File: src/sv/srr_pkg.sv
// ----------------------------------------------------------------------------
// srr_pkg: shared constants for the segment reorder release unit
// Default store depth, pixel index width and buffer tag width.
// ----------------------------------------------------------------------------
package srr_pkg;

	localparam int SRR_STORE_DEPTH = 16;
	localparam int SRR_PIXEL_BITS  = 24;
	localparam int SRR_TAG_BITS    = 16;

endpackage

File: src/sv/segment_reorder_release_unit.sv
// ----------------------------------------------------------------------------
// segment_reorder_release_unit: in-order release of out-of-order segments
// Release order: a matching segment's results come out one per rescan of the
//   store, and the scan restarts from the first entry after each release.
// Occupancy: one segment at a time. A mismatched segment is placed in the
//   first free entry, or dropped when none is free. The single
//   entry compare and the offset adder are walked over the store by index.
// Reset: arst_n clears the expected offset, scene size, valid marks and
//   the sequencer. Stored entry payloads are not cleared.
// ----------------------------------------------------------------------------
module segment_reorder_release_unit
	import srr_pkg::*;
#(
	parameter int STORE_DEPTH = SRR_STORE_DEPTH,
	parameter int PIXEL_BITS  = SRR_PIXEL_BITS
) (
	input  logic                  clk,
	input  logic                  arst_n,
	input  logic                  cfg_wr_en,
	input  logic [PIXEL_BITS:0]   cfg_wr_data,
	input  logic                  in_valid,
	output logic                  in_stall,
	input  logic [PIXEL_BITS-1:0] seg_offset,
	input  logic [PIXEL_BITS:0]   seg_length,
	input  logic [SRR_TAG_BITS-1:0] seg_tag,
	output logic                  out_valid,
	input  logic                  out_stall,
	output logic [SRR_TAG_BITS-1:0] out_tag,
	output logic [PIXEL_BITS-1:0] out_offset,
	output logic [PIXEL_BITS:0]   out_length,
	output logic                  scene_done,
	output logic                  dropped,
	output logic                  last_of_run
);

	localparam int IW = (STORE_DEPTH > 1) ? $clog2(STORE_DEPTH) : 1;
	localparam logic [IW-1:0] LAST_IDX = IW'(STORE_DEPTH - 1);

	localparam logic [1:0] S_IDLE  = 2'd0;
	localparam logic [1:0] S_SCAN  = 2'd1;
	localparam logic [1:0] S_PLACE = 2'd2;
	localparam logic [1:0] S_FLUSH = 2'd3;

	// control state
	logic [1:0]             state_q;
	logic [IW-1:0]          idx_q;
	logic [IW-1:0]          idx_d;
	logic [PIXEL_BITS:0]    expected_q;
	logic [PIXEL_BITS:0]    scene_q;
	logic [STORE_DEPTH-1:0] valid_q;
	logic                   out_valid_q;

	// entry store
	logic [PIXEL_BITS-1:0]   start_mem [STORE_DEPTH];
	logic [PIXEL_BITS:0]     count_mem [STORE_DEPTH];
	logic [SRR_TAG_BITS-1:0] handle_mem [STORE_DEPTH];

	// entry at the scan index, registered from the next scan index
	logic [PIXEL_BITS-1:0]   rd_start_q;
	logic [PIXEL_BITS:0]     rd_count_q;
	logic [SRR_TAG_BITS-1:0] rd_handle_q;

	// held result, presented once its last_of_run is known
	logic [SRR_TAG_BITS-1:0] pend_tag_q;
	logic [PIXEL_BITS-1:0]   pend_offset_q;
	logic [PIXEL_BITS:0]     pend_length_q;
	logic                    pend_done_q;
	logic                    pend_drop_q;

	// output register
	logic [SRR_TAG_BITS-1:0] out_tag_q;
	logic [PIXEL_BITS-1:0]   out_offset_q;
	logic [PIXEL_BITS:0]     out_length_q;
	logic                    out_done_q;
	logic                    out_drop_q;
	logic                    out_last_q;

	logic                    out_free;
	logic                    in_xfer;
	logic                    in_match;
	logic                    hit;
	logic                    scan_release;
	logic                    out_load;
	logic                    out_load_last;
	logic [PIXEL_BITS:0]     add_len;
	logic [PIXEL_BITS+1:0]   add_sum;
	logic [PIXEL_BITS:0]     next_expected;
	logic                    next_done;

	// handshake
	assign out_free = !out_valid_q || !out_stall;
	assign in_stall = (state_q != S_IDLE) || !out_free;
	assign in_xfer  = in_valid && !in_stall;
	assign in_match = ({1'b0, seg_offset} == expected_q);

	// shared entry compare at the scan index
	assign hit          = valid_q[idx_q] && ({1'b0, rd_start_q} == expected_q);
	assign scan_release = (state_q == S_SCAN) && hit && out_free;

	// shared saturating offset adder
	assign add_len       = (state_q == S_IDLE) ? seg_length : rd_count_q;
	assign add_sum       = {1'b0, expected_q} + {1'b0, add_len};
	assign next_expected = add_sum[PIXEL_BITS+1] ? '1 : add_sum[PIXEL_BITS:0];
	assign next_done     = (next_expected == scene_q);

	// push the held result out: mid-run on a new release, last at flush
	assign out_load_last = (state_q == S_FLUSH) && out_free;
	assign out_load      = scan_release || out_load_last;

	// next scan index: restart on a transfer or a release, else step while scanning or placing
	always_comb begin
		idx_d = idx_q;
		case (state_q)
			S_IDLE: begin
				if (in_xfer) begin
					idx_d = '0;
				end
			end
			S_SCAN: begin
				if (hit) begin
					if (out_free) begin
						idx_d = '0;
					end
				end else if (idx_q != LAST_IDX) begin
					idx_d = idx_q + 1'b1;
				end
			end
			S_PLACE: begin
				if (valid_q[idx_q] && idx_q != LAST_IDX) begin
					idx_d = idx_q + 1'b1;
				end
			end
			default: begin
				idx_d = idx_q;
			end
		endcase
	end

	// sequencer and control registers
	always_ff @(posedge clk or negedge arst_n) begin
		if (!arst_n) begin
			state_q     <= S_IDLE;
			idx_q       <= '0;
			expected_q  <= '0;
			scene_q     <= '0;
			valid_q     <= '0;
			out_valid_q <= 1'b0;
		end else begin
			idx_q <= idx_d;
			if (cfg_wr_en) begin
				scene_q <= cfg_wr_data;
			end
			if (out_load) begin
				out_valid_q <= 1'b1;
			end else if (!out_stall) begin
				out_valid_q <= 1'b0;
			end
			case (state_q)
				S_IDLE: begin
					if (in_xfer) begin
						if (in_match) begin
							expected_q <= next_expected;
							state_q    <= S_SCAN;
						end else begin
							state_q <= S_PLACE;
						end
					end
				end
				S_SCAN: begin
					if (hit) begin
						if (out_free) begin
							expected_q     <= next_expected;
							valid_q[idx_q] <= 1'b0;
						end
					end else if (idx_q == LAST_IDX) begin
						state_q <= S_FLUSH;
					end
				end
				S_PLACE: begin
					if (!valid_q[idx_q]) begin
						valid_q[idx_q] <= 1'b1;
						state_q        <= S_IDLE;
					end else if (idx_q == LAST_IDX) begin
						state_q <= S_FLUSH;
					end
				end
				S_FLUSH: begin
					if (out_free) begin
						state_q <= S_IDLE;
					end
				end
				default: begin
					state_q <= S_IDLE;
				end
			endcase
		end
	end

	// entry store writes and the registered read at the next index
	always_ff @(posedge clk) begin
		if (state_q == S_PLACE && !valid_q[idx_q]) begin
			start_mem[idx_q]  <= pend_offset_q;
			count_mem[idx_q]  <= pend_length_q;
			handle_mem[idx_q] <= pend_tag_q;
		end
		rd_start_q  <= start_mem[idx_d];
		rd_count_q  <= count_mem[idx_d];
		rd_handle_q <= handle_mem[idx_d];
	end

	// held result: capture the input or the released entry
	always_ff @(posedge clk) begin
		if (in_xfer) begin
			pend_tag_q    <= seg_tag;
			pend_offset_q <= seg_offset;
			pend_length_q <= seg_length;
			pend_done_q   <= in_match && next_done;
			pend_drop_q   <= !in_match;
		end else if (scan_release) begin
			pend_tag_q    <= rd_handle_q;
			pend_offset_q <= rd_start_q;
			pend_length_q <= rd_count_q;
			pend_done_q   <= next_done;
			pend_drop_q   <= 1'b0;
		end
	end

	// output register payload
	always_ff @(posedge clk) begin
		if (out_load) begin
			out_tag_q    <= pend_tag_q;
			out_offset_q <= pend_offset_q;
			out_length_q <= pend_length_q;
			out_done_q   <= pend_done_q;
			out_drop_q   <= pend_drop_q;
			out_last_q   <= out_load_last;
		end
	end

	assign out_valid   = out_valid_q;
	assign out_tag     = out_tag_q;
	assign out_offset  = out_offset_q;
	assign out_length  = out_length_q;
	assign scene_done  = out_done_q;
	assign dropped     = out_drop_q;
	assign last_of_run = out_last_q;

endmodule

File: config.mk
export PLATFORM = sky130hd
export DESIGN_NAME = segment_reorder_release_unit
export DESIGN_NICKNAME = d
export VERILOG_FILES = /design/src/sv/srr_pkg.sv /design/src/sv/segment_reorder_release_unit.sv
export SDC_FILE = /design/constraint.sdc
export NUM_CORES = 1
export LEC_CHECK = 0
export BUFFER_PORTS_ARGS = -buffer_cell sky130_fd_sc_hd__buf_2
export CAP_MARGIN = 25
export CELL_PAD_IN_SITES_DETAIL_PLACEMENT = 0
export CELL_PAD_IN_SITES_GLOBAL_PLACEMENT = 1
export CORE_MARGIN = 1.5
export CORE_UTILIZATION = 45
export DETAILED_ROUTE_END_ITERATION = 8
export GPL_TIMING_DRIVEN = 0
export PLACE_DENSITY_LB_ADDON = 0.12
export SETUP_SLACK_MARGIN = 0.5
export SKIP_CTS_REPAIR_TIMING = 1
export SLEW_MARGIN = 20
export SYNTH_ARGS = -nofsm -noshare
export SYNTH_HDL_FRONTEND = slang
export SYNTH_SLANG_ARGS = --single-unit
File: constraint.sdc
create_clock -name clk -period 5.5 [get_ports clk]
set_input_delay 1.1 -clock clk [delete_from_list [all_inputs] [get_ports clk]]
set_output_delay 1.1 -clock clk [all_outputs]
set_load 0.1 [all_outputs]
==> results of run 1 <==
per-stage QoR:
step | std cells | cell area (µm²) | setup WS (ps) | hold slack (ps)
final | 5925 | 60800 | 544 | 274
after floorplan | 3929 | 51900 | 436 | 400
after global routing | 5922 | 60800 | 314 | 269
after detailed placement | 5659 | 56000 | -775 | 406
after CTS | 5919 | 60700 | -805 | 230
after global placement | 5604 | 54600 | -3410 | 402
registers in the layout, indices dropped and copies added (netlist names), 16 cells and up, named ones only:
register and flops:
pend_length_q 25, expected_q 25, rd_handle_q 16, out_offset 24, rd_start_q 24, out_tag 16, count_mem 400, rd_count_q 25
pend_offset_q 24, start_mem 384, scene_q 25, pend_tag_q 16, handle_mem 256, out_length 25
layout make-up:
| type | instances | area (µm²) | area share (%) |
|---|---|---|---|
| repair buffers | 221 | 2090 | 3.44 |
| inverters | 17 | 68.8 | 0.113 |
| diodes | 3 | 7.51 | 0.0123 |
| flip-flops and latches | 1313 | 38400 | 63.2 |
| clock inverters | 60 | 698 | 1.15 |
| plain buffers | 224 | 995 | 1.64 |
| multi-input cells | 2375 | 12700 | 20.8 |
| clock buffers | 200 | 3970 | 6.53 |
| well taps | 1512 | 1890 | 3.11 |
how the worst max path moves through the flow:
stage	end	slack, ps	cells past startpoint
floorplan	count_mem[0][0]	440	7
global placement	count_mem[4][15]	-3410	7
detailed placement	pend_done_q	-770	17
CTS	pend_done_q	-810	17
global route	pend_done_q	310	17
finish	pend_done_q	540	16
cells in the final DEF (no fill, tap or decap), types with 12 or more instances in the layout:
| cell type | instances |
|---|---|
| clkinv_1 | 21 |
| xnor2_1 | 21 |
| dfrtp_1 | 73 |
| buf_2 | 236 |
| nor4_1 | 18 |
| a221oi_1 | 69 |
| buf_12 | 30 |
| a211oi_1 | 73 |
| edfxtp_1 | 1175 |
| clkbuf_16 | 144 |
| buf_16 | 23 |
| nand4_1 | 70 |
| o21ai_0 | 74 |
| nand2_1 | 1102 |
| nor2_4 | 16 |
| inv_1 | 14 |
| nand3_1 | 274 |
| mux2_2 | 75 |
| ha_1 | 29 |
| buf_1 | 19 |
| clkbuf_2 | 16 |
| a21oi_1 | 214 |
| xor2_1 | 58 |
| clkbuf_8 | 16 |
| dfxtp_1 | 65 |
| nor2_1 | 42 |
| nor3_1 | 80 |
| bufinv_16 | 12 |
| clkbuf_1 | 149 |
power by group through the flow:
| stage | clock network [µW] | registers [µW] | logic [µW] |
|---|---|---|---|
| floorplan | 0 | 13100 | 8390 |
| global placement | 0 | 13500 | 13900 |
| detailed placement | 0 | 13500 | 14200 |
| CTS | 9720 | 13300 | 14200 |
| global route | 10100 | 13400 | 15500 |
| finish | 9580 | 13300 | 14200 |
cells by family (layout without fill, tap and decap cells):
kind of cell | count (synthesis) | in the layout
other cells | 0 | 3
mux | 83 | 83
buf+inv | 241 | 722
xor+xnor | 79 | 79
fa+ha+maj | 31 | 31
compound gates | 514 | 514
simple gates | 1668 | 1668
flops | 1313 | 1313
routing by layer:
| metal | track usage [%] | vias up | wire [µm] |
|---|---|---|---|
| met4 | 7.23 | 2 | 3600 |
| met1 | 37.6 | 16409 | 67600 |
| met5 | 0 | - | 8 |
| li1 | - | 15213 | - |
| met2 | 40.5 | 1159 | 69600 |
| met3 | 3.92 | 197 | 10100 |
synthesized netlist by cell type (all sizes together), types with 9 or more instances:
cell type / number
inv: 16
a21o: 12
nand3: 275
nor4: 18
ha: 30
nor3: 81
a31oi: 10
a211oi: 74
o21ai: 74
a221oi: 70
nand2: 1102
xor2: 58
nand4: 70
clkbuf: 124
nor2: 58
buf: 100
xnor2: 21
mux2: 75
or3: 9
and3: 10
nor2b: 9
a21oi: 216
edfxtp: 1175
dfrtp: 73
dfxtp: 65
==> qor.log, run 1 <==
INFO  clocking       cts-buffers-inserted=141
INFO  power          seq_power_share=35.9%
INFO  setup_path     cpPeakStageDelay=460ps
INFO  detailed_routing detail-route-antenna-nets=0
INFO  place          dp.final_hpwl=104,000µm
INFO  place          finalWeightedCongestion=0.868
INFO  synth          post_synth_and_or_nand_nor_area_fraction=13.7%
INFO  detailed_routing detail_route.first_pass.iterations=7
INFO  final_layout   finish.utilization=53.2%
INFO  detailed_routing routed_wl=151,000µm
INFO  sta            max_slew.worst_pin.slew=933ps
INFO  synth          cell_area_after_synthesis=0.0519mm²
INFO  sta            finalHoldViolCount=0
INFO  place          io_buffers=163
INFO  clocking       clock_insertion_delay_worst_skew=760ps
INFO  synth          yosysWarnings=0
INFO  grt            first_pass_grt_wire_length=219,000µm
INFO  final_layout   area_growth=17.2%
INFO  setup_path     r2r-end=pend_done_q
INFO  detailed_routing drt_first_iter_violations=3,348
INFO  floorplan      std_cell_rows=124
INFO  setup_path     crit_path_frequent_cell=nor2_1
INFO  sta            setup_viol_count_final=0
INFO  power          power.share.clock=25.8%
INFO  clocking       clockRootBuffer=clkbuf_16
INFO  setup_path     crit_path_top_delay_cell=mux2_2
INFO  final_layout   post_route_cells_drive_above_1_share=14.5%
INFO  detailed_routing drc=0
INFO  floorplan      floorplan.die_area=0.117mm²
INFO  grt            via_count_of_the_first_global_routing_pass=31,789
INFO  synth          top_cells_by_area_in_the_synthesized_netlist=edfxtp_1 68%, nand2_1 8.0%, dfrtp_1 3.5%
INFO  outcome        run_status=complete, no violations
INFO  synth          yosys_register_bits=1,313
INFO  setup_path     critical_path_arrival=5560ps
INFO  sta            fin_crit_share=90.1%
INFO  power          pwr-share-comb=38.3%
INFO  grt            maximum_number_of_pins_on_one_net_before_global_route_repair=52
INFO  floorplan      placeableCoreArea=0.114mm²
INFO  setup_path     worstSetupPathType=flip-flop to flip-flop
INFO  synth          yosysSeqAreaShare=74.0%
INFO  grt            grt_antenna_before_repair=6
INFO  setup_path     timing.critical_path.fanout_max=10
INFO  power          p_sw=15,200µW
INFO  clocking       cts_tree=built
INFO  power          max-vdd-ir-drop=0.458mV
INFO  clocking       cts_max_level=4
INFO  synth          combinational_family_with_the_most_area_after_synthesis=simple AND/OR/NAND/NOR gates
INFO  synth          yosys.area_share.adder=0.762%
INFO  synth          syn-mean-instance-area=13.2µm²
INFO  final_layout   fill_cells=9,622
INFO  sta            fmax=202MHz
INFO  power          power=37,100µW
INFO  synth          synthCells=3,929
INFO  flow_run       max-cap-violations=0
INFO  clocking       clk_path_buf_depth=3
INFO  grt            grt.total_usage=25.8%
INFO  synth          area_share_of_the_largest_cell_type_after_synthesis=68.0%
INFO  power          internal_power=21,900µW
INFO  synth          synthXorXnorAreaFrac=1.33%
INFO  clocking       clk_transition_reported_paths=60ps
INFO  synth          synth.mux.area_fraction=1.88%
INFO  floorplan      floorplan.die.width=343µm
INFO  detailed_routing routed_wire_length_per_instance=25.5µm
INFO  detailed_routing routed_via_density=5.57
INFO  synth          synth_compound_area_share=6.32%
INFO  clocking       clock-sinks=1,313
INFO  synth          synth_async_sr_flop_share=5.56%
INFO  floorplan      floorplan.initialDensity=45.4%
INFO  power          p_sw_share=40.9%
INFO  synth          synth_enable_flop_cells=1,175
INFO  synth          net_count_synth=4,055
INFO  setup_path     path_buf_inv=2
INFO  min_path       holdCritPathClass=input port to async pin
INFO  synth          yosys_most_used_dff=edfxtp_1
INFO  setup_path     critical_path_required=6110ps
INFO  synth          synth.largest_area_cell=edfxtp_1
INFO  setup_path     worst_setup_path_start_kind=flip-flop
INFO  sta            fin_worst_skew=35.4ps
INFO  setup_path     crit_start=state_q[1]
INFO  setup_path     endpoint_kind=flip-flop
INFO  sta            slew-limit-headroom=37.8%
INFO  sta            tmin_final=4960ps
INFO  setup_path     reg2reg_slack=540ps
INFO  setup_path     timing.reg2reg.worst_path_depth=16
INFO  power          pd_cells=610mW/mm²
INFO  floorplan      die_y_extent=343µm
INFO  sta            grt_setup_unrepaired=true
INFO  detailed_routing detailroute.via_count=32,980
INFO  power          leakage=0.0213µW
INFO  sta            fin_tns_setup=0ps
INFO  synth          netlist-cell-type-count=70
INFO  floorplan      ports_placed_on_the_boundary=165
INFO  setup_path     critical_path.cell_chain=nor2_1 > buf_6 > buf_4 > mux2_2 > ha_1 > fa_1 > a21o_1 > a221o_1 > a211oi_4 > o31ai_2 > a41o_1 > xor2_1 > or3_1 > a221oi_2 > nand4_1 > nor2_1
INFO  setup_path     cp_top_family=compound AO/OA/AOI/OAI gates
INFO  final_layout   finalNetCount=4,419
INFO  grt            grt.overflow.total=0
INFO  setup_path     r2r_start=state_q[1]
INFO  sta            final_max_slew_viol_count=0
Note: power is estimated with default switching activity, not from simulation.
==> inputs of run 2 (changes only) <==
--- a/config.mk
+++ b/config.mk
@@ -16,6 +16,7 @@
 export PLACE_DENSITY_LB_ADDON = 0.12
 export SETUP_SLACK_MARGIN = 0.5
 export SKIP_CTS_REPAIR_TIMING = 1
+export SKIP_LAST_GASP = 1
 export SLEW_MARGIN = 20
 export SYNTH_ARGS = -nofsm -noshare
 export SYNTH_HDL_FRONTEND = slang
==> constraint.sdc (replaced) <==
create_clock -name clk -period 4.39 [get_ports clk]
set_input_delay 0.878 -clock clk [delete_from_list [all_inputs] [get_ports clk]]
set_output_delay 0.878 -clock clk [all_outputs]
set_load 0.1 [all_outputs]
==> qor.log, run 2 (synthesis gave the netlist of run 1 again) <==
INFO  outcome        run_status=complete, but fails checks
INFO  place          finalWeightedCongestion=0.857
INFO  detailed_routing detailroute.via_count=34,020
INFO  sta            fin_tns_setup=-19.0ps
INFO  sta            max_slew.worst_pin.slew=1060ps
INFO  setup_path     worstSetupPathDepth=17
INFO  detailed_routing drt_first_iter_violations=3,321
INFO  detailed_routing detail-route-antenna-nets=0
INFO  floorplan      std_cell_rows=124
INFO  sta            slew-limit-headroom=29.2%
INFO  setup_path     critical_path.cell_chain=nor2_4 > buf_8 > clkbuf_16 > mux2_4 > ha_4 > fa_2 > a21o_1 > a221o_2 > a211oi_4 > buf_6 > o31ai_4 > a41o_1 > xor2_1 > or3_1 > a221oi_2 > nand4_1 > nor2_1
INFO  sta            holdWs=78.5ps
INFO  grt            maximum_number_of_pins_on_one_net_before_global_route_repair=46
INFO  sta            finalHoldViolCount=0
INFO  sta            tmin_final=4410ps
INFO  final_layout   largest_register_ff_count=400
INFO  setup_path     timing.reg2reg.worst_path_depth=17
INFO  power          pd_cells=791mW/mm²
INFO  final_layout   post_route_cells_drive_above_1_share=20.0%
INFO  setup_path     path_buf_inv=3
INFO  grt            grt.overflow.total=0
INFO  final_layout   area_growth=21.1%
INFO  final_layout   finalNetCount=4,484
INFO  floorplan      floorplan.initialDensity=45.4%
INFO  floorplan      ports_placed_on_the_boundary=165
INFO  setup_path     critical_path_arrival=5000ps
INFO  flow_run       max-cap-violations=0
INFO  floorplan      placeableCoreArea=0.114mm²
INFO  clocking       cts_tree=built
INFO  setup_path     cpPeakStageDelay=450ps
INFO  final_layout   final_cell_mix=1,175 x edfxtp_1, 1,099 x nand2_1, 259 x nand3_1, 210 x a21oi_1, 184 x buf_2
INFO  setup_path     worst_setup_path_start_kind=flip-flop
INFO  grt            grt.total_usage=26.6%
INFO  clocking       cts-buffers-inserted=142
INFO  clocking       clk_transition_reported_paths=60ps
INFO  sta            postLayoutSetupSlackWorst=-19.0ps
INFO  clocking       clockRootBuffer=clkbuf_16
INFO  clocking       cts_max_level=4
INFO  detailed_routing detail_route.first_pass.iterations=5
INFO  floorplan      die_y_extent=343µm
INFO  power          leakage=0.0223µW
INFO  grt            via_count_of_the_first_global_routing_pass=32,516
INFO  sta            fmax=227MHz
INFO  setup_path     cp_top_family=compound AO/OA/AOI/OAI gates
INFO  clocking       clk_path_buf_depth=3
INFO  setup_path     crit_path_top_delay_cell=dfrtp_2
INFO  floorplan      floorplan.die_area=0.117mm²
INFO  setup_path     endpoint_kind=flip-flop
INFO  sta            grt_setup_unrepaired=true
INFO  place          io_buffers=163
INFO  detailed_routing routed_wl=157,000µm
INFO  outcome        violations=negative setup slack
INFO  floorplan      floorplan.die.width=343µm
INFO  grt            first_pass_grt_wire_length=226,000µm
INFO  sta            fin_crit_share=100%
INFO  final_layout   registers.top_by_ff_count=count_mem
INFO  detailed_routing drc=0
INFO  setup_path     worstSetupPathType=flip-flop to flip-flop
INFO  final_layout   final_common_cell=edfxtp_1
INFO  final_layout   antenna_cells=0
INFO  detailed_routing routed_wire_length_per_instance=26.2µm
INFO  setup_path     timing.critical_path.fanout_max=6
INFO  detailed_routing routed_via_density=5.68
INFO  min_path       holdCritPathClass=input port to async pin
INFO  setup_path     critical_path_required=4990ps
INFO  sta            setup_viol_count_final=1
INFO  place          dp.final_hpwl=107,000µm
INFO  final_layout   largest_registers_ranked_by_flip_flop_count=count_mem (400), start_mem (384), handle_mem (256)
INFO  clocking       clock-sinks=1,313
INFO  clocking       clock_insertion_delay_worst_skew=750ps
INFO  sta            fin_worst_skew=27.5ps
INFO  sta            final_max_slew_viol_count=0
INFO  power          max-vdd-ir-drop=0.560mV
INFO  grt            grt_antenna_before_repair=3
## run 2: cell types whose count changed in the layout (fill, tap and decap cells not counted), moves of 15 or more
cell      before  now
a211oi_1      73   48
a211oi_2       0   23
buf_1         19    3
buf_12        30   49
buf_2        236  184
buf_4          5   70
buf_6          4   60
clkbuf_1     149   77
clkbuf_2      16   31
clkbuf_4       2   39
nand3_1      274  259
nand3_2        1   16
## run 2: area by class of cell
cell class,count,area (µm²)
fill,9511,51500
sequential,1313,38400
multi-input combinational,2375,13500
clock buffer,195,3930
timing repair buffer,285,2740
tap,1512,1890
buffer,224,1830
clock inverter,64,482
inverter,17,75.1
## run 2: power by group
part / switching [µW] / total, µW / internal [µW]
clock network: 4860 / 11500 / 6620
logic: 14200 / 21500 / 7350
registers: 1180 / 16700 / 15500
## run 2: path summary, 6_finish.rpt
check | startpoint | slack, ps | to
worst max register to register | state_q[1] | -20 | pend_done_q
worst min-delay path | arst_n | 80 | out_valid
worst min register to register | pend_drop_q | 420 | dropped
min in group clk | cfg_wr_data[13] | 370 | scene_q[13]
worst max-delay path | state_q[1] | -20 | pend_done_q
max in group asynchronous | arst_n | 3720 | expected_q[1]
## run 2: metal layers
metal | wire [µm] | vias up | track usage, %
li1 | - | 15350 | -
met1 | 69100 | 17210 | 38.5
met2 | 72100 | 1246 | 41.5
met3 | 11500 | 214 | 4.34
met4 | 4350 | 0 | 7.86
met5 | 0 | - | 0
## run 2: stage by stage
step | instances | worst slack [ps] | util, % | power [µW] | cell area, µm²
2_1_floorplan | 3929 | 366 | - | 26900 | 52000
3_3_place_gp | 5604 | -1970 | 47.9 | 34800 | 54700
3_5_place_dp | 5658 | -1260 | 49.0 | 35100 | 56100
4_1_cts | 5917 | -853 | 52.9 | 46600 | 60500
5_1_grt | 5985 | -122 | 54.9 | 52100 | 62800
6_report | 5985 | -19.0 | 54.9 | 49700 | 62800
## run 2: worst register-to-register path, delay by kind of cell (launching register included)
family / cells / cell delay [ps]
muxes: 1 / 370
and+or+nand+nor: 4 / 800
DFF: 1 / 450
AOI/OAI and AO/OA: 6 / 1430
xor gates and xnor gates: 1 / 200
buffers and inverters: 3 / 480
adders and majority gates: 2 / 540
